<file path="src/hw/rtl/ihex_pkg.sv">
package ihex_pkg;

  typedef enum logic [2:0] {
    K_DATA   = 3'd0,
    K_OK     = 3'd1,
    K_BADSUM = 3'd2,
    K_ERROR  = 3'd3,
    K_END    = 3'd4
  } kind_t;

  typedef enum logic [1:0] {
    E_NOCOLON  = 2'd0,
    E_EARLYEND = 2'd1,
    E_BADEOL   = 2'd2
  } err_t;

  localparam logic [7:0] CH_COLON   = 8'h3A;
  localparam logic [7:0] CH_NEWLINE = 8'h0A;
  localparam logic [7:0] CH_LOWER_A = 8'h61;
  localparam logic [7:0] CH_LOWER_F = 8'h66;
  localparam logic [7:0] CH_UPPER_A = 8'h41;
  localparam logic [7:0] CH_UPPER_F = 8'h46;
  // 'a'/'A' low nibble is 1; adding 9 gives 10
  localparam logic [3:0] ALPHA_ADJ  = 4'd9;
  localparam logic [15:0] LINE_MAX  = 16'hFFFF;

  typedef struct packed {
    kind_t       kind;
    logic [7:0]  data_byte;
    logic [7:0]  byte_index;
    logic [15:0] record_address;
    logic [7:0]  record_type;
    logic [7:0]  record_length;
    err_t        error_code;
    logic [15:0] line_number;
  } result_t;

  function automatic logic [3:0] digit_value(input logic [7:0] c);
    logic alpha;
    alpha = ((c >= CH_LOWER_A) && (c <= CH_LOWER_F)) ||
            ((c >= CH_UPPER_A) && (c <= CH_UPPER_F));
    return alpha ? (c[3:0] + ALPHA_ADJ) : c[3:0];
  endfunction

endpackage

</file>
<file path="src/hw/rtl/ihex_if.sv">
interface ihex_char_if;
  logic       valid;
  logic       ready;
  logic [7:0] character;
  logic       end_of_input;

  modport source (output valid, output character, output end_of_input, input ready);
  modport sink   (input valid, input character, input end_of_input, output ready);
endinterface

interface ihex_result_if;
  logic                valid;
  logic                ready;
  ihex_pkg::kind_t     kind;
  logic [7:0]          data_byte;
  logic [7:0]          byte_index;
  logic [15:0]         record_address;
  logic [7:0]          record_type;
  logic [7:0]          record_length;
  ihex_pkg::err_t      error_code;
  logic [15:0]         line_number;

  modport source (output valid, output kind, output data_byte, output byte_index,
                  output record_address, output record_type, output record_length,
                  output error_code, output line_number, input ready);
  modport sink   (input valid, input kind, input data_byte, input byte_index,
                  input record_address, input record_type, input record_length,
                  input error_code, input line_number, output ready);
endinterface

</file>
<file path="src/hw/rtl/ihex_parse.sv">
module ihex_parse (
  input  logic                clk,
  input  logic                rst,
  input  logic                take,
  input  logic [7:0]          character,
  input  logic                end_of_input,
  output logic                emit,
  output ihex_pkg::result_t   res
);

  typedef enum logic [2:0] {
    PH_BEGIN, PH_LEN, PH_ADDR, PH_TYPE, PH_DATA, PH_CRC, PH_LF, PH_HALT
  } phase_t;

  phase_t      phase, phase_next;
  logic [1:0]  nib_cnt, nib_cnt_next;
  logic [3:0]  hi_nib, hi_nib_next;
  logic [7:0]  len, len_next;
  logic [15:0] addr, addr_next;
  logic [7:0]  typ, typ_next;
  logic [7:0]  sum, sum_next;
  logic [7:0]  seen, seen_next;
  logic [15:0] lines, lines_next;

  logic [3:0]  d;
  logic [7:0]  pair;
  logic        second;
  logic [7:0]  seen_inc;

  ihex_pkg::kind_t kind;
  ihex_pkg::err_t  err;
  logic [7:0]      dbyte;
  logic [7:0]      idx;

  assign d        = ihex_pkg::digit_value(character);
  assign pair     = {hi_nib, d};
  assign second   = nib_cnt[0];
  assign seen_inc = seen + 8'd1;

  always_comb begin
    phase_next   = phase;
    nib_cnt_next = nib_cnt;
    hi_nib_next  = hi_nib;
    len_next     = len;
    addr_next    = addr;
    typ_next     = typ;
    sum_next     = sum;
    seen_next    = seen;
    lines_next   = lines;
    emit         = 1'b0;
    kind         = ihex_pkg::K_DATA;
    err          = ihex_pkg::E_NOCOLON;
    dbyte        = 8'd0;
    idx          = 8'd0;

    if (take && phase != PH_HALT) begin
      if (end_of_input) begin
        phase_next = PH_HALT;
        emit       = 1'b1;
        if (phase == PH_BEGIN || phase == PH_LF) begin
          kind = ihex_pkg::K_END;
        end else begin
          kind = ihex_pkg::K_ERROR;
          err  = ihex_pkg::E_EARLYEND;
        end
      end else begin
        unique case (phase)
          PH_BEGIN: begin
            if (character == ihex_pkg::CH_COLON) begin
              nib_cnt_next = 2'd0;
              hi_nib_next  = 4'd0;
              len_next     = 8'd0;
              addr_next    = 16'd0;
              typ_next     = 8'd0;
              sum_next     = 8'd0;
              seen_next    = 8'd0;
              if (lines != ihex_pkg::LINE_MAX) lines_next = lines + 16'd1;
              phase_next   = PH_LEN;
            end else begin
              phase_next = PH_HALT;
              emit       = 1'b1;
              kind       = ihex_pkg::K_ERROR;
              err        = ihex_pkg::E_NOCOLON;
            end
          end
          PH_LEN: begin
            if (!second) begin
              hi_nib_next  = d;
              nib_cnt_next = 2'd1;
            end else begin
              len_next     = pair;
              sum_next     = sum + pair;
              nib_cnt_next = 2'd0;
              phase_next   = PH_ADDR;
            end
          end
          PH_ADDR: begin
            addr_next = {addr[11:0], d};
            if (!second) hi_nib_next = d;
            else         sum_next = sum + pair;
            if (nib_cnt == 2'd3) begin
              nib_cnt_next = 2'd0;
              phase_next   = PH_TYPE;
            end else begin
              nib_cnt_next = nib_cnt + 2'd1;
            end
          end
          PH_TYPE: begin
            if (!second) begin
              hi_nib_next  = d;
              nib_cnt_next = 2'd1;
            end else begin
              typ_next     = pair;
              sum_next     = sum + pair;
              nib_cnt_next = 2'd0;
              phase_next   = (len == 8'd0) ? PH_CRC : PH_DATA;
            end
          end
          PH_DATA: begin
            if (!second) begin
              hi_nib_next  = d;
              nib_cnt_next = 2'd1;
            end else begin
              sum_next     = sum + pair;
              seen_next    = seen_inc;
              nib_cnt_next = 2'd0;
              if (seen_inc == len) phase_next = PH_CRC;
              emit  = 1'b1;
              kind  = ihex_pkg::K_DATA;
              dbyte = pair;
              idx   = seen;
            end
          end
          PH_CRC: begin
            if (!second) begin
              hi_nib_next  = d;
              nib_cnt_next = 2'd1;
            end else begin
              nib_cnt_next = 2'd0;
              phase_next   = PH_LF;
              emit         = 1'b1;
              kind         = (pair == (8'd0 - sum)) ? ihex_pkg::K_OK : ihex_pkg::K_BADSUM;
            end
          end
          PH_LF: begin
            if (character == ihex_pkg::CH_NEWLINE) begin
              nib_cnt_next = 2'd0;
              hi_nib_next  = 4'd0;
              len_next     = 8'd0;
              addr_next    = 16'd0;
              typ_next     = 8'd0;
              sum_next     = 8'd0;
              seen_next    = 8'd0;
              phase_next   = PH_BEGIN;
            end else begin
              phase_next = PH_HALT;
              emit       = 1'b1;
              kind       = ihex_pkg::K_ERROR;
              err        = ihex_pkg::E_BADEOL;
            end
          end
          PH_HALT: begin
          end
        endcase
      end
    end
  end

  always_comb begin
    res.kind           = kind;
    res.data_byte      = dbyte;
    res.byte_index     = idx;
    res.record_address = addr;
    res.record_type    = typ;
    res.record_length  = len;
    res.error_code     = err;
    res.line_number    = lines;
  end

  always_ff @(posedge clk) begin
    if (rst) begin
      phase   <= PH_BEGIN;
      nib_cnt <= 2'd0;
      hi_nib  <= 4'd0;
      len     <= 8'd0;
      addr    <= 16'd0;
      typ     <= 8'd0;
      sum     <= 8'd0;
      seen    <= 8'd0;
      lines   <= 16'd0;
    end else begin
      phase   <= phase_next;
      nib_cnt <= nib_cnt_next;
      hi_nib  <= hi_nib_next;
      len     <= len_next;
      addr    <= addr_next;
      typ     <= typ_next;
      sum     <= sum_next;
      seen    <= seen_next;
      lines   <= lines_next;
    end
  end

  a_halt_sticky: assert property (@(posedge clk) disable iff (rst)
    phase == PH_HALT |=> phase == PH_HALT)
    else $error("left halt without reset");

  a_halt_silent: assert property (@(posedge clk) disable iff (rst)
    phase == PH_HALT |-> !emit)
    else $error("result emitted while halted");

  a_lines_monotonic: assert property (@(posedge clk) disable iff (rst)
    take |=> lines >= $past(lines))
    else $error("line counter went backwards");

  a_data_in_range: assert property (@(posedge clk) disable iff (rst)
    emit && kind == ihex_pkg::K_DATA |-> seen < len)
    else $error("data byte beyond record length");

endmodule

</file>
<file path="src/hw/rtl/ihex_out_reg.sv">
module ihex_out_reg (
  input  logic               clk,
  input  logic               rst,
  input  logic               load,
  input  ihex_pkg::result_t  din,
  output logic               space,
  ihex_result_if.source      result
);

  logic              valid;
  ihex_pkg::result_t data;

  assign space = !valid || result.ready;

  always_ff @(posedge clk) begin
    if (rst) begin
      valid <= 1'b0;
    end else if (load) begin
      valid <= 1'b1;
    end else if (result.ready) begin
      valid <= 1'b0;
    end
  end

  always_ff @(posedge clk) begin
    if (load) data <= din;
  end

  assign result.valid          = valid;
  assign result.kind           = data.kind;
  assign result.data_byte      = data.data_byte;
  assign result.byte_index     = data.byte_index;
  assign result.record_address = data.record_address;
  assign result.record_type    = data.record_type;
  assign result.record_length  = data.record_length;
  assign result.error_code     = data.error_code;
  assign result.line_number    = data.line_number;

  a_load_shows: assert property (@(posedge clk) disable iff (rst)
    load |=> valid)
    else $error("loaded result not presented");

  a_no_overwrite: assert property (@(posedge clk) disable iff (rst)
    load |-> space)
    else $error("pending result overwritten");

endmodule

</file>
<file path="src/hw/rtl/intel_hex_record_parser_core.sv">
// Intel HEX record parser.
// stream: one text character per request (character, end_of_input).
// result: at most one item per request: data bytes as decoded, record
//   accepted or checksum failed after the checksum pair, error halt, or
//   clean end. Record fields and the saturating line count ride along.
// A request is decoded in the cycle it is taken; its result, if any, sits
//   in the output register and is valid the next cycle.
// One character is taken per cycle while the output register has space;
//   the output register frees in the same cycle its result is taken, so
//   stream.ready = !result.valid || result.ready.
// A stalled receiver holds the pending result; stream.ready drops until it
//   is taken. After an error or a clean end, characters are still taken but
//   give no result until rst.
// rst (synchronous) clears the parser to await a colon, zeroes all record
//   fields and the line count, and empties the output register.
module intel_hex_record_parser_core (
  input  logic          clk,
  input  logic          rst,
  ihex_char_if.sink     stream,
  ihex_result_if.source result
);

  logic              take;
  logic              emit;
  logic              space;
  ihex_pkg::result_t res;

  assign stream.ready = space;
  assign take         = stream.valid && space;

  ihex_parse u_parse (
    .clk          (clk),
    .rst          (rst),
    .take         (take),
    .character    (stream.character),
    .end_of_input (stream.end_of_input),
    .emit         (emit),
    .res          (res)
  );

  ihex_out_reg u_out (
    .clk    (clk),
    .rst    (rst),
    .load   (take && emit),
    .din    (res),
    .space  (space),
    .result (result)
  );

endmodule
</file>
<file path="src/flat_wrapper.sv">
// flat-port wrapper written by rule: the top's interface ports become plain ports
module intel_hex_record_parser_core_flat 
  (clk, rst, stream_valid, stream_character, stream_end_of_input, stream_ready, result_valid, result_kind, result_data_byte, result_byte_index, result_record_address, result_record_type, result_record_length, result_error_code, result_line_number, result_ready);
  ihex_char_if stream_i ();
  ihex_result_if result_i ();
  input  logic clk;
  input  logic rst;
  input wire logic [$bits(stream_i.valid)-1:0] stream_valid;
  input wire logic [$bits(stream_i.character)-1:0] stream_character;
  input wire logic [$bits(stream_i.end_of_input)-1:0] stream_end_of_input;
  output wire logic [$bits(stream_i.ready)-1:0] stream_ready;
  output wire logic [$bits(result_i.valid)-1:0] result_valid;
  output wire logic [$bits(result_i.kind)-1:0] result_kind;
  output wire logic [$bits(result_i.data_byte)-1:0] result_data_byte;
  output wire logic [$bits(result_i.byte_index)-1:0] result_byte_index;
  output wire logic [$bits(result_i.record_address)-1:0] result_record_address;
  output wire logic [$bits(result_i.record_type)-1:0] result_record_type;
  output wire logic [$bits(result_i.record_length)-1:0] result_record_length;
  output wire logic [$bits(result_i.error_code)-1:0] result_error_code;
  output wire logic [$bits(result_i.line_number)-1:0] result_line_number;
  input wire logic [$bits(result_i.ready)-1:0] result_ready;
  assign stream_i.valid = stream_valid;
  assign stream_i.character = stream_character;
  assign stream_i.end_of_input = stream_end_of_input;
  assign stream_ready = stream_i.ready;
  assign result_valid = result_i.valid;
  assign result_kind = result_i.kind;
  assign result_data_byte = result_i.data_byte;
  assign result_byte_index = result_i.byte_index;
  assign result_record_address = result_i.record_address;
  assign result_record_type = result_i.record_type;
  assign result_record_length = result_i.record_length;
  assign result_error_code = result_i.error_code;
  assign result_line_number = result_i.line_number;
  assign result_i.ready = result_ready;
  intel_hex_record_parser_core u_core (.clk(clk), .rst(rst), .stream(stream_i), .result(result_i));
endmodule
</file>
<file path="config.mk">
export PLATFORM = sky130hd
export DESIGN_NAME = intel_hex_record_parser_core_flat
export DESIGN_NICKNAME = d
export VERILOG_FILES = /design/src/hw/rtl/ihex_pkg.sv /design/src/hw/rtl/ihex_if.sv /design/src/hw/rtl/ihex_parse.sv /design/src/hw/rtl/ihex_out_reg.sv /design/src/hw/rtl/intel_hex_record_parser_core.sv /design/src/flat_wrapper.sv
export SDC_FILE = /design/constraint.sdc
export NUM_CORES = 1
export LEC_CHECK = 0
export ABC_AREA = 1
export BUFFER_PORTS_ARGS = -buffer_cell sky130_fd_sc_hd__buf_2
export CORE_ASPECT_RATIO = 1.25
export CORE_MARGIN = 4
export CORE_UTILIZATION = 60
export CTS_CLUSTER_SIZE = 14
export DETAILED_ROUTE_END_ITERATION = 12
export PLACE_DENSITY = 0.82
export SLEW_MARGIN = 10
export SYNTH_ARGS = -nofsm -noshare
export SYNTH_HDL_FRONTEND = slang
export SYNTH_SLANG_ARGS = --single-unit
</file>
<file path="constraint.sdc">
create_clock -name clk -period 12.3 [get_ports clk]
set_input_delay 0.615 -clock clk [delete_from_list [all_inputs] [get_ports clk]]
set_output_delay 0.615 -clock clk [all_outputs]
set_load 0.05 [all_outputs]
</file>
==> impl_metrics.yaml, run 1 <==
outcome:
  status: "completed"
clock_tree:
  clkLatencyLatePin_ns: 0.42
  cts_max_level: 4
  cts_root_buffer: "clkbuf_16"
  post-cts-setup-buffers: 0
  cts_hold_buf: 0
  clockBufferDepth: 2
  cts_tree: "done"
  cts_buffers: 17
  cts_resized: 0
  cts_sinks: 143
  path_clk_slew_ns: 0.06
critical_path:
  critical_path_required_ns: 12.56
  cp.arrival_ns: 3.36
  crit_top_cell: "nand2_1"
  critPathLaunchType: "input port"
  critical_path_class: "input port to register"
  critPathSlowestCell: "xor2_1"
  critPathCaptureType: "register"
  reg2reg_setup_slack_ns: 9.44
  r2r_start: "u_core.u_parse.phase[1]"
  reg2reg_depth: 9
  critical_path.cell_chain: "buf_2 -> inv_1 -> ha_1 -> nand2_1 -> o211ai_1 -> nand2_1 -> xor2_1 -> ha_1 -> inv_1 -> fa_1 -> nand3b_1 -> nand2_1 -> nand2_1 -> nand2_1 -> a21oi_1 -> xor2_1 -> nand2_1 -> a21oi_1"
  critPathMaxFanout: 6
  reg2reg_to: "u_core.u_out.result.line_number[1]"
  slowest_delay_ns: 0.46
drt:
  vias: 5419
  wirelength_um: 14940
  wl_per_cell_um: 15.11
  ant_nets: 0
  drc: 0
  firstDrtPassIters: 5
  drt_iter0_drc: 348
  viasPerCell: 5.479
power:
  powerDensity_mw_per_mm2: 188.1
  peakVddDrop_mv: 0.09210
  leakagePower_nw: 3.223
cells_and_area:
  layout-drive-gt1-share: 0.1914
  nets: 873
  antennaDiodeCount: 0
  fin_util: 0.7206
  area_growth_pct: 16.40
synthesis:
  ys_types: 45
  avgSynthCellArea_um2: 8.790
  synth_top_area_share: 0.3122
  synthFlopType: "dfxtp_1"
  synthTopCellsByArea: "edfxtp_1, dfxtp_1, nand2_1"
  synth_seq_area_share: 0.5354
  yosysTopAreaCell: "edfxtp_1"
  synthArstFlopShare: 0
  synth_nets: 784
  synth_edf_count: 69
  postSynthRegisterBits: 143
  ys_top_cells_by_count: "nand2_1, inv_1, dfxtp_1, a21oi_1"
  netlist_area_mm2: 0.006636
  yosysMostFrequentCell: "nand2_1"
  syn_inst: 755
  yosys_warnings: 0
timing:
  final_hold_viol_count: 0
  rsz0062_at_grt: "false"
  maxSlewHeadroom: 0.2658
  tightest_slew_ns: 1.101
  timing.final.crit_share: 0.2523
  period_minus_slack_ns: 3.104
  fmax_ghz: 0.3222
  slew_violations: 0
  setup-tns-final_ns: 0
  finalSetupViolCount: 0
  finalClockSkew_ns: 0.009889
global_route:
  antenna_found_initial: 0
  grt_pass1_vias: 5410
  grt_pass1_wl_um: 25100
  grt.total_usage: 0.2455
  grt_max_degree: 62
  grt-ovfl-total: 0
floorplanning:
  die_w_um: 102.1
  start_util: 0.6190
  rows: 42
  die_h_um: 125.6
  io_pins: 84
  core_mm2: 0.01072
  dieArea_mm2: 0.01282
run:
  maxCapViolCount: 0
place:
  port_buffers: 83
  post-dp-hpwl_um: 10720
  gp_congestion: 0.8797
min_path:
  hold_end: "u_core.u_out.result.record_type[5]"
  hp-start: "u_core.u_parse.typ[5]"
  whs_path_depth: 0
  min_path_type: "register to register"
## per-stage QoR
| step | hold WS, ns | worst slack, ns | std cells | total power [mW] | area (um2) |
|---|---|---|---|---|---|
| 5_1_grt | 0.4476 | 8.939 | 989 | 1.520 | 7725 |
| 3_3_place_gp | 0.4110 | 8.965 | 957 | 0.9667 | 7156 |
| 3_5_place_dp | 0.4192 | 8.779 | 957 | 0.9731 | 7156 |
| 6_report | 0.4361 | 9.196 | 989 | 1.453 | 7725 |
| 4_1_cts | 0.4357 | 9.219 | 989 | 1.462 | 7725 |
| 2_1_floorplan | 0.4086 | 6.852 | 755 | 0.8998 | 6636 |
## report_power, final
group / leakage (nW) / internal, mW / total, mW / switching, mW
combinational: 1.67 / 0.0839 / 0.381 / 0.297
clock: 0.273 / 0.277 / 0.489 / 0.212
sequential: 1.28 / 0.556 / 0.583 / 0.0270
total: 3.22 / 0.917 / 1.45 / 0.536
## cells by family (layout without fill, tap and decap cells)
group	after synthesis	count (layout)	share of synthesized area
compound gates	115	115	0.09370
xor+xnor	16	16	0.02112
fa+ha+maj	16	16	0.03130
buf+inv	112	214	0.06881
flops	143	143	0.5354
simple gates	353	353	0.2496
## placed cells by master, fill, tap and decap left out, types with 18 or more instances in the layout
cell       synthesis  final
buf_2              1     83
inv_1             87     87
dfxtp_1           74     74
nand3_1           35     35
edfxtp_1          69     69
nand2_1          178    178
clkbuf_16          0     18
nor2_1            69     69
o21ai_0           23     23
a21oi_1           71     71
## flip-flops by register name, indices dropped and copies added (netlist names), 16 cells and up
register,flops
u_core.u_out.result.line_number,16
u_core.u_out.result.record_address,16
u_core.u_parse.addr,16
u_core.u_parse.lines,16
## worst max-delay path: cells and delay by family
family	cells	cell delay, ns
compound gates	3	0.24
xor+xnor	2	0.60
fa+ha+maj	3	0.90
buf+inv	3	0.29
simple gates	7	0.70
## metal layers
metal | vias to the layer above | routed length, um | track usage
met5 | - | 0 | 0
met4 | 0 | 369 | 0.1035
met3 | 31 | 874 | 0.05515
met2 | 207 | 7836 | 0.4191
met1 | 2503 | 5863 | 0.2940
li1 | 2678 | - | -
## worst max path at each step
stage                                    from                                 to  slack, ns
after CTS                 stream_character[0]              u_core.u_parse.sum[6]       9.22
after detailed placement  stream_character[0]              u_core.u_parse.sum[6]       8.78
after floorplan                  result_ready  u_core.u_out.result.byte_index[0]       6.85
final                     stream_character[0]              u_core.u_parse.sum[6]       9.20
after global routing      stream_character[0]              u_core.u_parse.sum[6]       8.94
after global placement    stream_character[0]              u_core.u_parse.sum[6]       8.97
## cell type report
cell class	count	area (um2)
flip-flops and latches	143	3553
fillers	796	2995
multi-input cells	500	2641
clock buffers	19	454.2
repair buffers	84	422.9
inverters	98	372.9
well taps	132	165.2
clock inverters	13	115.1
No activity file was read; power rests on OpenSTA's default activity.
==> run 2, diff against run 1 <==
CORE_UTILIZATION = 58   (was 60)
PLACE_DENSITY = 0.8   (was 0.82)
clock period = 3.1 ns   (was 12.3 ns; I/O delays follow)
==> impl_metrics.yaml, run 2 (synthesis results as in run 1) <==
drt:
  drc: 0
  ant_nets: 0
  top_layer_used: "met4"
  drt-met1-wl_um: 5985
  wl_met2_um: 7678
  viasPerCell: 5.392
  firstDrtPassIters: 5
  drt_iter0_drc: 249
  met3_length_um: 675
  vias: 5365
  wirelength_um: 14730
  wl_per_cell_um: 14.81
clock_tree:
  cts_buffers: 17
  clkLatencyLatePin_ns: 0.42
  post-cts-setup-buffers: 0
  path_clk_slew_ns: 0.06
  cts_tree: "done"
  cts_hold_buf: 0
  cts_max_level: 4
  cts_root_buffer: "clkbuf_16"
  clockBufferDepth: 2
  cts_sinks: 143
  cts_resized: 0
power:
  peakVddDrop_mv: 0.4108
  leakagePower_nw: 3.247
  p_sw_mw: 2.115
  p_comb_frac: 0.263
  pwr-share-seq: 0.398
  powerDensity_mw_per_mm2: 745.9
  power.share.clock: 0.339
  switching_share: 0.3643
  cell_internal_pwr_mw: 3.691
floorplanning:
  dieArea_mm2: 0.01323
  rows: 43
  start_util: 0.5959
  die_h_um: 127.6
  die_w_um: 103.7
  core_mm2: 0.01114
  io_pins: 84
timing:
  fmax_ghz: 0.4271
  slew_violations: 0
  period_minus_slack_ns: 2.341
  final_hold_viol_count: 0
  hold-worst-slack_ns: 0.1538
  finalSetupViolCount: 0
  maxSlewHeadroom: 0.5627
  tightest_slew_ns: 0.6552
  setup-tns-final_ns: 0
  timing.final.crit_share: 0.7553
  rsz0062_at_grt: "false"
  finalClockSkew_ns: 0.007545
global_route:
  grt.total_usage: 0.2302
  grt_pass1_vias: 5264
  grt_max_degree: 56
  antenna_found_initial: 0
  grt-ovfl-total: 0
  grt_pass1_wl_um: 24590
critical_path:
  critPathMaxFanout: 7
  critical_path_class: "input port to register"
  critPathLaunchType: "input port"
  critical_path_required_ns: 3.37
  cp.arrival_ns: 2.61
  critPathCaptureType: "register"
cells_and_area:
  design_area_mm2: 0.007784
  final_cell_mix: "nand2_1, inv_1, buf_2"
  nets: 876
  fin_util: 0.6989
  layout-drive-gt1-share: 0.1942
  final_common_cell: "nand2_1"
  area_growth_pct: 17.29
  antennaDiodeCount: 0
place:
  port_buffers: 83
  placed_cell_area_mm2: 0.007207
  post-dp-hpwl_um: 10510
  gp_congestion: 0.9070
outcome:
  status: "completed"
min_path:
  min_path_type: "input port to register"
run:
  maxCapViolCount: 0
## run 2: worst max-delay path, cell delays in order
cell,delay (ns)
buf_2,0.13
inv_1,0.09
ha_1,0.24
nand2_1,0.07
o211ai_1,0.11
nand2_1,0.15
nand2_1,0.08
nand2_1,0.25
inv_1,0.13
fa_1,0.44
nand3b_1,0.18
nand2_1,0.09
nand2_1,0.08
nand2_1,0.07
a21oi_1,0.07
xor2_1,0.14
nand2_1,0.08
a21oi_1,0.06
## run 2: routing by layer
layer / up-vias / GRT usage
met5: - / 0
met4: 0 / 0.1025
met3: 32 / 0.04699
met2: 152 / 0.4199
met1: 2501 / 0.2615
li1: 2680 / -
## run 2: per-stage QoR
| step | setup WS (ns) | total power, mW | cells |
|---|---|---|---|
| 3_5_place_dp | 0.3605 | 3.877 | 963 |
| 6_report | 0.7586 | 5.806 | 995 |
| 2_1_floorplan | 0.1003 | 3.559 | 755 |
| 3_3_place_gp | 0.5383 | 3.852 | 963 |
| 4_1_cts | 0.7610 | 5.839 | 995 |
| 5_1_grt | 0.4981 | 6.070 | 995 |
## run 2: layout make-up
cell class                 instances  area [um2]
inverter                          98       372.9
fill                             837        3353
sequential                       143        3553
multi-input combinational        500        2641
clock inverter                    14       147.6
timing repair buffer              87       470.5
clock buffer                      18       429.2
tap                              135       168.9
## run 2: power by group through the flow
stage / logic, mW / registers [mW] / clock network, mW
after global placement: 1.51 / 2.34 / 0
final: 1.53 / 2.31 / 1.97
after detailed placement: 1.53 / 2.35 / 0
after CTS: 1.54 / 2.31 / 1.99
after floorplan: 0.738 / 2.82 / 0
after global routing: 1.66 / 2.33 / 2.08
## run 2: final timing paths
kind | start | to | slack [ns] | cells after the start
setup / recovery | stream_character[0] | u_core.u_parse.sum[6] | 0.76 | 18
hold / removal | result_ready | u_core.u_out.result.valid | 0.15 | 6
setup reg to reg | u_core.u_parse.phase[1] | u_core.u_out.result.byte_index[6] | 0.77 | 9
hold reg to reg | u_core.u_parse.typ[0] | u_core.u_out.result.record_type[0] | 0.43 | 0
